`src/hw/rtl/assert_macros.svh`:
```
// ----------------------------------------------------------------------------
// Assertion macros
// Shared concurrent assertion forms for the mailbox core.
// ----------------------------------------------------------------------------
`ifndef ASSERT_MACROS_SVH
`define ASSERT_MACROS_SVH

// antecedent holds, consequent holds in the same cycle
`define ASSERT_IMPL(label, clk, rst_n, ante, cons) \
  label: assert property (@(posedge clk) disable iff (!rst_n) (ante) |-> (cons)) \
    else $error("%m: same-cycle check failed");

// antecedent holds, consequent holds in the next cycle
`define ASSERT_NEXT(label, clk, rst_n, ante, cons) \
  label: assert property (@(posedge clk) disable iff (!rst_n) (ante) |=> (cons)) \
    else $error("%m: next-cycle check failed");

`endif

```
`src/hw/rtl/mqm_pkg.sv`:
```
// ----------------------------------------------------------------------------
// mqm_pkg
// Types, sizes and codes shared by the mailbox core modules.
// ----------------------------------------------------------------------------
`default_nettype none

package mqm_pkg;

  localparam int NUM_QUEUES  = 16;
  localparam int QUEUE_DEPTH = 8;
  localparam int FIFO_DEPTH  = 2;

  localparam int QID_W   = 4;
  localparam int BYTE_W  = 8;
  localparam int USER_W  = 16;
  localparam int QIDX_W  = (NUM_QUEUES > 1) ? $clog2(NUM_QUEUES) : 1;
  localparam int HEAD_W  = (QUEUE_DEPTH > 1) ? $clog2(QUEUE_DEPTH) : 1;
  localparam int CNT_W   = $clog2(QUEUE_DEPTH + 1);
  localparam int POS_W   = $clog2(2 * QUEUE_DEPTH);
  localparam int MEM_DEPTH = NUM_QUEUES * QUEUE_DEPTH;
  localparam int ADDR_W  = (MEM_DEPTH > 1) ? $clog2(MEM_DEPTH) : 1;
  localparam int FPTR_W  = (FIFO_DEPTH > 1) ? $clog2(FIFO_DEPTH) : 1;
  localparam int FCNT_W  = $clog2(FIFO_DEPTH + 1);

  typedef enum logic [1:0] {
    FUNC_GET   = 2'd0,
    FUNC_CLOSE = 2'd1,
    FUNC_SEND  = 2'd2,
    FUNC_RECV  = 2'd3
  } func_t;

  typedef enum logic [1:0] {
    STAT_OK    = 2'd0,
    STAT_ERR   = 2'd1,
    STAT_BLOCK = 2'd2
  } status_t;

  localparam logic [1:0] OPT_CREATE  = 2'd0;
  localparam logic [1:0] OPT_EXCL    = 2'd1;
  localparam logic [1:0] OPT_WAIT    = 2'd0;
  localparam logic [1:0] OPT_NOWAIT  = 2'd1;
  localparam logic [1:0] OPT_NOERROR = 2'd2;

  typedef enum logic [1:0] {
    BK_IDLE,
    BK_EXEC,
    BK_RECV
  } back_state_t;

  typedef struct packed {
    logic [1:0]        func;
    logic [QID_W-1:0]  queue_id;
    logic [1:0]        option;
    logic [BYTE_W-1:0] msg_byte;
    logic [BYTE_W-1:0] max_count;
  } in_req_t;

  typedef struct packed {
    status_t           status;
    logic [QID_W-1:0]  ret_queue;
    logic              has_data;
    logic [BYTE_W-1:0] out_byte;
    logic              last;
  } out_rsp_t;

  typedef struct packed {
    func_t             op;
    logic              qid_ok;
    logic [QIDX_W-1:0] qidx;
    logic [QID_W-1:0]  queue_id;
    logic [1:0]        option;
    logic [BYTE_W-1:0] msg_byte;
    logic [BYTE_W-1:0] max_count;
  } cmd_t;

  typedef struct packed {
    logic push;
    logic full;
  } fifo_wr_ctl_t;

  typedef struct packed {
    logic pop;
    logic empty;
  } fifo_rd_ctl_t;

endpackage

`default_nettype wire

```
`src/hw/rtl/mqm_cmd_fifo.sv`:
```
// ----------------------------------------------------------------------------
// mqm_cmd_fifo
// Short command queue between the request decoder and the executor.
// ----------------------------------------------------------------------------
`default_nettype none

module mqm_cmd_fifo
  import mqm_pkg::*;
(
  input  wire logic         clk,
  input  wire logic         rst_n,
  input  wire logic         push,
  input  wire cmd_t         push_cmd,
  output fifo_wr_ctl_t      wr_stat,
  input  wire logic         pop,
  output cmd_t              pop_cmd,
  output fifo_rd_ctl_t      rd_stat
);

  cmd_t              slot_r [FIFO_DEPTH];
  logic [FPTR_W-1:0] wr_ptr_r, wr_ptr_nxt;
  logic [FPTR_W-1:0] rd_ptr_r, rd_ptr_nxt;
  logic [FCNT_W-1:0] cnt_r, cnt_nxt;
  logic              full, empty, do_push, do_pop;

  assign full    = (cnt_r == FCNT_W'(FIFO_DEPTH));
  assign empty   = (cnt_r == '0);
  assign do_push = push && !full;
  assign do_pop  = pop && !empty;

  always_comb begin
    wr_ptr_nxt = wr_ptr_r;
    rd_ptr_nxt = rd_ptr_r;
    cnt_nxt    = cnt_r;
    if (do_push) begin
      wr_ptr_nxt = (wr_ptr_r == FPTR_W'(FIFO_DEPTH - 1)) ? '0 : wr_ptr_r + 1'b1;
    end
    if (do_pop) begin
      rd_ptr_nxt = (rd_ptr_r == FPTR_W'(FIFO_DEPTH - 1)) ? '0 : rd_ptr_r + 1'b1;
    end
    if (do_push && !do_pop) begin
      cnt_nxt = cnt_r + 1'b1;
    end else if (do_pop && !do_push) begin
      cnt_nxt = cnt_r - 1'b1;
    end
  end

  always_ff @(posedge clk) begin
    if (!rst_n) begin
      wr_ptr_r <= '0;
      rd_ptr_r <= '0;
      cnt_r    <= '0;
    end else begin
      wr_ptr_r <= wr_ptr_nxt;
      rd_ptr_r <= rd_ptr_nxt;
      cnt_r    <= cnt_nxt;
    end
  end

  always_ff @(posedge clk) begin
    if (do_push) begin
      slot_r[wr_ptr_r] <= push_cmd;
    end
  end

  assign pop_cmd       = slot_r[rd_ptr_r];
  assign wr_stat.push  = do_push;
  assign wr_stat.full  = full;
  assign rd_stat.pop   = do_pop;
  assign rd_stat.empty = empty;

endmodule

`default_nettype wire

```
`src/hw/rtl/mqm_front.sv`:
```
// ----------------------------------------------------------------------------
// mqm_front
// Request intake: accept, range-check and decode one mailbox request.
// ----------------------------------------------------------------------------
`default_nettype none

module mqm_front
  import mqm_pkg::*;
(
  input  wire logic    start,
  input  wire in_req_t in_req,
  input  wire logic    fifo_full,
  output logic         busy,
  output logic         push,
  output cmd_t         cmd
);

  assign busy = fifo_full;
  assign push = start && !fifo_full;

  always_comb begin
    cmd.op        = func_t'(in_req.func);
    cmd.qid_ok    = (int'(in_req.queue_id) < NUM_QUEUES);
    cmd.qidx      = QIDX_W'(in_req.queue_id);
    cmd.queue_id  = in_req.queue_id;
    cmd.option    = in_req.option;
    cmd.msg_byte  = in_req.msg_byte;
    cmd.max_count = in_req.max_count;
  end

endmodule

`default_nettype wire

```
`src/hw/rtl/mqm_back.sv`:
```
// ----------------------------------------------------------------------------
// mqm_back
// Executor: queue state, byte store and result generation.
// ----------------------------------------------------------------------------
`default_nettype none
`include "assert_macros.svh"

module mqm_back
  import mqm_pkg::*;
(
  input  wire logic         clk,
  input  wire logic         rst_n,
  input  wire cmd_t         fifo_cmd,
  input  wire fifo_rd_ctl_t fifo_stat,
  output logic              pop,
  output logic              out_valid,
  output out_rsp_t          out_rsp
);

  back_state_t       state_r, state_nxt;
  cmd_t              cmd_r, cmd_nxt;
  logic [CNT_W-1:0]  remain_r, remain_nxt;
  logic              out_valid_r, out_valid_nxt;
  out_rsp_t          out_r, out_nxt;

  logic [USER_W-1:0] user_cnt_r [NUM_QUEUES];
  logic [CNT_W-1:0]  q_cnt_r    [NUM_QUEUES];
  logic [HEAD_W-1:0] q_head_r   [NUM_QUEUES];

  logic [BYTE_W-1:0] mem [MEM_DEPTH];
  logic [BYTE_W-1:0] rd_data_r;
  logic [ADDR_W-1:0] rd_addr, wr_addr, base;
  logic              mem_we;

  logic              upd_user, upd_cnt, upd_head;
  logic [USER_W-1:0] user_val;
  logic [CNT_W-1:0]  cnt_val, take, head_inc;
  logic [HEAD_W-1:0] head_val, head_next;
  logic [POS_W-1:0]  pos;
  logic [USER_W-1:0] user_cur;
  logic [CNT_W-1:0]  cnt_cur;
  logic [HEAD_W-1:0] head_cur;
  logic              over;

  assign user_cur = user_cnt_r[cmd_r.qidx];
  assign cnt_cur  = q_cnt_r[cmd_r.qidx];
  assign head_cur = q_head_r[cmd_r.qidx];
  assign base     = ADDR_W'(cmd_r.qidx) * ADDR_W'(QUEUE_DEPTH);

  always_comb begin
    pos = POS_W'(head_cur) + POS_W'(cnt_cur);
    if (pos >= POS_W'(QUEUE_DEPTH)) begin
      pos = pos - POS_W'(QUEUE_DEPTH);
    end
    head_inc = CNT_W'(head_cur) + 1'b1;
    if (head_inc == CNT_W'(QUEUE_DEPTH)) begin
      head_inc = '0;
    end
    head_next = HEAD_W'(head_inc);
    over = (int'(cnt_cur) > int'(cmd_r.max_count));
    take = over ? CNT_W'(cmd_r.max_count) : cnt_cur;
  end

  always_comb begin
    state_nxt     = state_r;
    cmd_nxt       = cmd_r;
    remain_nxt    = remain_r;
    pop           = 1'b0;
    out_valid_nxt = 1'b0;
    out_nxt       = '0;
    out_nxt.last  = 1'b1;
    mem_we        = 1'b0;
    wr_addr       = base + ADDR_W'(pos);
    rd_addr       = base + ADDR_W'(head_cur);
    upd_user      = 1'b0;
    user_val      = user_cur;
    upd_cnt       = 1'b0;
    cnt_val       = cnt_cur;
    upd_head      = 1'b0;
    head_val      = head_next;
    case (state_r)
      BK_IDLE: begin
        if (!fifo_stat.empty) begin
          pop       = 1'b1;
          cmd_nxt   = fifo_cmd;
          state_nxt = BK_EXEC;
        end
      end
      BK_EXEC: begin
        state_nxt     = BK_IDLE;
        out_valid_nxt = 1'b1;
        out_nxt.status = STAT_ERR;
        if (cmd_r.qid_ok) begin
          case (cmd_r.op)
            FUNC_GET: begin
              if (cmd_r.option == OPT_CREATE ||
                  (cmd_r.option == OPT_EXCL && user_cur == '0)) begin
                out_nxt.status    = STAT_OK;
                out_nxt.ret_queue = cmd_r.queue_id;
                if (user_cur != '1) begin
                  upd_user = 1'b1;
                  user_val = user_cur + 1'b1;
                end
              end
            end
            FUNC_CLOSE: begin
              if (user_cur != '0) begin
                out_nxt.status = STAT_OK;
                upd_user       = 1'b1;
                user_val       = user_cur - 1'b1;
              end
            end
            FUNC_SEND: begin
              if (cnt_cur != CNT_W'(QUEUE_DEPTH)) begin
                out_nxt.status = STAT_OK;
                mem_we         = 1'b1;
                upd_cnt        = 1'b1;
                cnt_val        = cnt_cur + 1'b1;
              end else if (cmd_r.option == OPT_WAIT) begin
                out_nxt.status = STAT_BLOCK;
              end
            end
            FUNC_RECV: begin
              if (cnt_cur == '0) begin
                out_nxt.status = (cmd_r.option == OPT_NOWAIT) ? STAT_ERR : STAT_BLOCK;
              end else if (over && cmd_r.option != OPT_NOERROR) begin
                out_nxt.status = STAT_ERR;
              end else if (take == '0) begin
                out_nxt.status = STAT_OK;
              end else begin
                out_valid_nxt = 1'b0;
                remain_nxt    = take;
                upd_cnt       = 1'b1;
                cnt_val       = cnt_cur - take;
                state_nxt     = BK_RECV;
              end
            end
            default: begin
              out_nxt.status = STAT_ERR;
            end
          endcase
        end
      end
      BK_RECV: begin
        out_valid_nxt    = 1'b1;
        out_nxt.status   = STAT_OK;
        out_nxt.has_data = 1'b1;
        out_nxt.out_byte = rd_data_r;
        out_nxt.last     = (remain_r == CNT_W'(1));
        remain_nxt       = remain_r - 1'b1;
        upd_head         = 1'b1;
        rd_addr          = base + ADDR_W'(head_next);
        if (remain_r == CNT_W'(1)) begin
          state_nxt = BK_IDLE;
        end
      end
      default: begin
        state_nxt = BK_IDLE;
      end
    endcase
  end

  always_ff @(posedge clk) begin
    if (!rst_n) begin
      state_r     <= BK_IDLE;
      remain_r    <= '0;
      out_valid_r <= 1'b0;
      for (int i = 0; i < NUM_QUEUES; i++) begin
        user_cnt_r[i] <= '0;
        q_cnt_r[i]    <= '0;
        q_head_r[i]   <= '0;
      end
    end else begin
      state_r     <= state_nxt;
      remain_r    <= remain_nxt;
      out_valid_r <= out_valid_nxt;
      if (upd_user) begin
        user_cnt_r[cmd_r.qidx] <= user_val;
      end
      if (upd_cnt) begin
        q_cnt_r[cmd_r.qidx] <= cnt_val;
      end
      if (upd_head) begin
        q_head_r[cmd_r.qidx] <= head_val;
      end
    end
  end

  always_ff @(posedge clk) begin
    cmd_r <= cmd_nxt;
    out_r <= out_nxt;
  end

  always_ff @(posedge clk) begin
    if (mem_we) begin
      mem[wr_addr] <= cmd_r.msg_byte;
    end
    rd_data_r <= mem[rd_addr];
  end

  assign out_valid = out_valid_r;
  assign out_rsp   = out_r;

  `ASSERT_IMPL(a_recv_remain, clk, rst_n, state_r == BK_RECV, remain_r != '0)
  `ASSERT_IMPL(a_data_ok, clk, rst_n, out_valid_r && out_r.has_data, out_r.status == STAT_OK)
  `ASSERT_IMPL(a_pop_nonempty, clk, rst_n, pop, !fifo_stat.empty && fifo_stat.pop)
  `ASSERT_NEXT(a_burst_cont, clk, rst_n, out_valid_r && !out_r.last, out_valid_r)

endmodule

`default_nettype wire

```
`src/hw/rtl/multi_queue_mailbox_core.sv`:
```
// ----------------------------------------------------------------------------
// multi_queue_mailbox_core
// Bank of byte mailboxes with per-queue user counts.
// ----------------------------------------------------------------------------
// Usage:
//   Drive in_req and raise start; the request is taken on a clock edge where
//   start is high and busy is low. busy rises only when the two-entry command
//   queue is full, so up to two requests can be posted ahead of execution.
//   Results come on out_rsp, qualified by out_valid for exactly one cycle;
//   the receiver must take them, there is no stall path.
//   Get, close and send give one result. A receive that takes bytes gives one
//   result per byte on consecutive cycles, with last on the final byte;
//   all other cases give one result with last set.
//   A request is written into the command queue, popped into the executor
//   when it is idle, and its result is registered onto out_rsp/out_valid.
//   The executor takes one request at a time: it fetches it from the command
//   queue, acts on queue state, then returns any received bytes through the
//   registered byte store read port; only then does it pop the next request.
//   Reset (rst_n low, synchronous) empties all queues, clears user counts and
//   the command queue; the byte store itself is not cleared.
// ----------------------------------------------------------------------------
`default_nettype none

module multi_queue_mailbox_core
  import mqm_pkg::*;
(
  input  wire logic    clk,
  input  wire logic    rst_n,
  input  wire logic    start,
  output logic         busy,
  input  wire in_req_t in_req,
  output logic         out_valid,
  output out_rsp_t     out_rsp
);

  logic         push, pop;
  cmd_t         push_cmd, pop_cmd;
  fifo_wr_ctl_t wr_stat;
  fifo_rd_ctl_t rd_stat;

  mqm_front u_front (
    .start     (start),
    .in_req    (in_req),
    .fifo_full (wr_stat.full),
    .busy      (busy),
    .push      (push),
    .cmd       (push_cmd)
  );

  mqm_cmd_fifo u_fifo (
    .clk      (clk),
    .rst_n    (rst_n),
    .push     (push),
    .push_cmd (push_cmd),
    .wr_stat  (wr_stat),
    .pop      (pop),
    .pop_cmd  (pop_cmd),
    .rd_stat  (rd_stat)
  );

  mqm_back u_back (
    .clk       (clk),
    .rst_n     (rst_n),
    .fifo_cmd  (pop_cmd),
    .fifo_stat (rd_stat),
    .pop       (pop),
    .out_valid (out_valid),
    .out_rsp   (out_rsp)
  );

endmodule

`default_nettype wire
```
`config.mk`:
```
export PLATFORM = sky130hd
export DESIGN_NAME = multi_queue_mailbox_core
export DESIGN_NICKNAME = d
export VERILOG_FILES = /design/src/hw/rtl/mqm_pkg.sv /design/src/hw/rtl/mqm_cmd_fifo.sv /design/src/hw/rtl/mqm_front.sv /design/src/hw/rtl/mqm_back.sv /design/src/hw/rtl/multi_queue_mailbox_core.sv
export VERILOG_INCLUDE_DIRS = /design/src /design/src/hw/rtl
export SDC_FILE = /design/constraint.sdc
export NUM_CORES = 2
export LEC_CHECK = 0
export BUFFER_PORTS_ARGS = -buffer_cell sky130_fd_sc_hd__buf_2
export CAP_MARGIN = 10
export CORE_ASPECT_RATIO = 1.25
export CORE_MARGIN = 2
export CORE_UTILIZATION = 40
export DETAILED_ROUTE_END_ITERATION = 10
export GPL_TIMING_DRIVEN = 0
export HOLD_SLACK_MARGIN = 0.1
export PLACE_DENSITY = 0.54
export RECOVER_POWER = 25
export SLEW_MARGIN = 10
export SYNTH_ARGS = -nofsm -noshare
export SYNTH_HDL_FRONTEND = slang
export SYNTH_SLANG_ARGS = --single-unit
```
`constraint.sdc`:
```
create_clock -name clk -period 7.5 [get_ports clk]
set_input_delay 2.25 -clock clk [delete_from_list [all_inputs] [get_ports clk]]
set_output_delay 2.25 -clock clk [all_outputs]
set_load 0.02 [all_outputs]
```
==> flow_metrics.env <==
export IMPL_htree_levels=4
export IMPL_cts_hold_buf=0
export IMPL_die_area_um2=158600
export IMPL_antenna_found_initial=23
export IMPL_cts_sinks=1499
export IMPL_drt_initial_drc_count=6430
export IMPL_via_count=43349
export IMPL_route_met3_wl_mm=28.15
export IMPL_ys_seq_area_frac=0.7184
export IMPL_grt_first_pass_wirelength_mm=341.1
export IMPL_die_w_um=356.6
export IMPL_ys_ff_latch=1499
export IMPL_routedWlPerCell_um=36.42
export IMPL_setup_viol=2
export IMPL_layout_drive_gt1_share=0.1349
export IMPL_routed_wl_mm=255.1
export IMPL_gr_total_overflow=0
export IMPL_end_kind="flip-flop"
export IMPL_layout_nets=4879
export IMPL_timing_slew_headroom=-0.01382
export IMPL_r2r_start="u_back.cmd_r[25]$_DFFE_PP_"
export IMPL_ys_warn_count=0
export IMPL_crit_fanout=10
export IMPL_setup_ws_ps=-29.79
export IMPL_cts_tree="done"
export IMPL_finalMaxSlewViolations=11
export IMPL_finalCriticalPeriod_ps=7530
export IMPL_synthCells=4566
export IMPL_violations="capacitance limit, slew limit, setup timing"
export IMPL_track_usage=0.3183
export IMPL_synth_ff_type="edfxtp_1"
export IMPL_place_hpwl_mm=175.5
export IMPL_place_congestion=1.015
export IMPL_hold_class="reg2reg"
export IMPL_dr_max_layer_used="met5"
export IMPL_finClkSkew_ps=36.19
export IMPL_crit_arrival_ps=8190
export IMPL_hold_worst_slack_ps=432.0
export IMPL_clock_path_buffers=3
export IMPL_ys_async_sr_fraction=0
export IMPL_ant_nets=0
export IMPL_path_class="reg2reg"
export IMPL_grt_max_degree=29
export IMPL_required_ps=8160
export IMPL_ioPinCount=45
export IMPL_die_height_um=444.8
export IMPL_worstMarginPinSlew_ps=1521
export IMPL_design_core_area_um2=154100
export IMPL_std_cell_rows=161
export IMPL_synth_edff_count=1464
export IMPL_startpoint_type="flip-flop"
export IMPL_insertion_delay_ps=820
export IMPL_remaining_drc_errors=0
export IMPL_cp_endpoint="u_back.rd_data_r[2]$_DFF_P_"
export IMPL_m1WireLength_mm=87.24
export IMPL_cap_violations=1
export IMPL_cts_made_buffers=156
export IMPL_io_buffer_count=43
export IMPL_yosys_top_cells_area="edfxtp_1, nand2_1, nor2_1, nand3_1, mux4_2"
export IMPL_path_clk_slew_ps=60
export IMPL_status="finished with violations"
export IMPL_final_cell_mix="edfxtp_1, nand2_1, nor2_1, nand3_1, clkbuf_16"
export IMPL_wl_met2_mm=117.6
export IMPL_first_global_vias=40594
export IMPL_synth_fp_nets=4613
export IMPL_netlist_area_um2=62170
export IMPL_fillers=13665
export IMPL_syn_to_final_growth_pct=14.51
export IMPL_via_per_inst=6.189
export IMPL_r2r_slack_ps=-30
export IMPL_yosys_area_top_type_share=0.7071
export IMPL_grt_setup_unrepaired="false"
export IMPL_postSynthAreaPerCell_um2=13.62
export IMPL_yosys_area_top_type="edfxtp_1"
export IMPL_dr_pass1_iters=8
export IMPL_final_common_cell="edfxtp_1"
export IMPL_fmaxAchievable_mhz=132.8
export IMPL_r2r_cells=20
export IMPL_cts_root_buf="clkbuf_16"
export IMPL_hold_depth=1
export IMPL_min_period_over_period=1.004
export IMPL_hold_violations=0
export IMPL_r2r_end="u_back.rd_data_r[2]$_DFF_P_"
export IMPL_synthDistinctLibCells=87
export IMPL_initial_core_util=0.4034
export IMPL_cp_startpoint="u_back.cmd_r[25]$_DFFE_PP_"
==> cells by family after synthesis <==
family,synth area share
AOI/OAI and AO/OA,0.04753
xor gates and xnor gates,0.002958
adders and majority gates,0.004146
buffers and inverters,0.02403
DFF,0.7184
muxes,0.06406
and+or+nand+nor,0.1389
==> layer usage <==
metal	up-vias	track usage
li1	17603	-
met1	21757	0.3764
met2	3106	0.4997
met3	867	0.08745
met4	16	0.2284
met5	-	0.0003077
==> flip-flops by register name, summed over array words and instances, names as in the netlist <==
register	flops
u_back.mem	1024
u_back.user_cnt_r	256
u_back.q_cnt_r	64
u_back.q_head_r	48
u_fifo.slot_r	48
u_back.cmd_r	24
u_back.out_rsp	16
u_back.rd_data_r	8
u_back.remain_r	4
u_back.state_r	2
u_fifo.cnt_r	2
u_back.out_valid	1
u_fifo.rd_ptr_r	1
u_fifo.wr_ptr_r	1
==> repair_timing <==
| action | CTS | global route |
|---|---|---|
| pin swaps | 1 | 1 |
| setup endpoints to repair | 1405 | 775 |
| setup buffers | 3 | 0 |
| gates resized for setup | 192 | 12 |
==> worst min path at each step <==
stage                                            from                            to  slack, ps
after floorplan           u_back.rd_data_r[0]$_DFF_P_  u_back.out_rsp[1]$_SDFF_PN0_        410
after global placement    u_back.rd_data_r[5]$_DFF_P_  u_back.out_rsp[6]$_SDFF_PN0_        410
after detailed placement  u_back.rd_data_r[1]$_DFF_P_  u_back.out_rsp[2]$_SDFF_PN0_        420
after CTS                 u_back.rd_data_r[1]$_DFF_P_  u_back.out_rsp[2]$_SDFF_PN0_        440
after global routing      u_back.rd_data_r[7]$_DFF_P_  u_back.out_rsp[8]$_SDFF_PN0_        450
final                     u_back.rd_data_r[1]$_DFF_P_  u_back.out_rsp[2]$_SDFF_PN0_        430
==> metrics by stage <==
step / utilization / setup TNS (ps) / worst slack (ps) / instance area, um2 / cells
after floorplan: - / 0 / 886.5 / 62170 / 4566
after global placement: 0.4214 / -920760 / -4980 / 64940 / 6646
after detailed placement: 0.4297 / -831320 / -2537 / 66220 / 6707
after CTS: 0.4645 / 0 / 0.4308 / 71590 / 6986
after global routing: 0.4618 / 0 / 44.92 / 71160 / 6992
final: 0.4620 / -37.43 / -29.79 / 71190 / 7004
==> worst max-delay path, stage by stage (launching register included) <==
cell      delay (ps)
edfxtp_1         490
buf_6            230
buf_6            200
clkbuf_1         570
clkbuf_2         490
mux2_2           420
o221a_2          290
nand2_1          110
o31ai_1          170
ha_1             440
nor3_1            70
a31oi_1          220
a21oi_2          180
buf_8            200
clkbuf_2         430
buf_2            490
a221oi_1         910
nand3_1          290
o21ai_0          290
nor3_1           210
nor4_2           630
==> cells in the mapped netlist, types with 13 or more instances <==
cell type	instances
a21oi_1	65
a221oi_1	32
a311oi_1	22
a31oi_1	65
a32oi_1	30
and2_1	21
and3_1	52
buf_1	75
buf_2	36
buf_6	14
clkbuf_1	162
dfxtp_1	35
edfxtp_1	1464
ha_1	19
inv_1	31
mux2_2	33
mux2i_1	117
mux4_1	32
mux4_2	71
nand2_1	883
nand3_1	344
nand4_1	28
nor2_1	516
nor2b_1	16
nor3_1	103
o21ai_0	78
o22ai_1	13
xor2_1	13
==> layout make-up <==
cell class | instances | area, um2 | area share
Antenna cell | 14 | 35.03 | 0.0004921
Buffer | 295 | 1730 | 0.02431
Clock buffer | 207 | 4239 | 0.05954
Clock inverter | 72 | 644.4 | 0.009051
Inverter | 33 | 123.9 | 0.001740
Multi-Input combinational cell | 2734 | 16260 | 0.2284
Sequential cell | 1499 | 44660 | 0.6274
Tap cell | 2037 | 2549 | 0.03580
Timing Repair Buffer | 113 | 947.2 | 0.01330
Power is left out: the tool's default activity adds up to more than one toggle a clock period on the data nets, which glitch-free logic cannot reach.
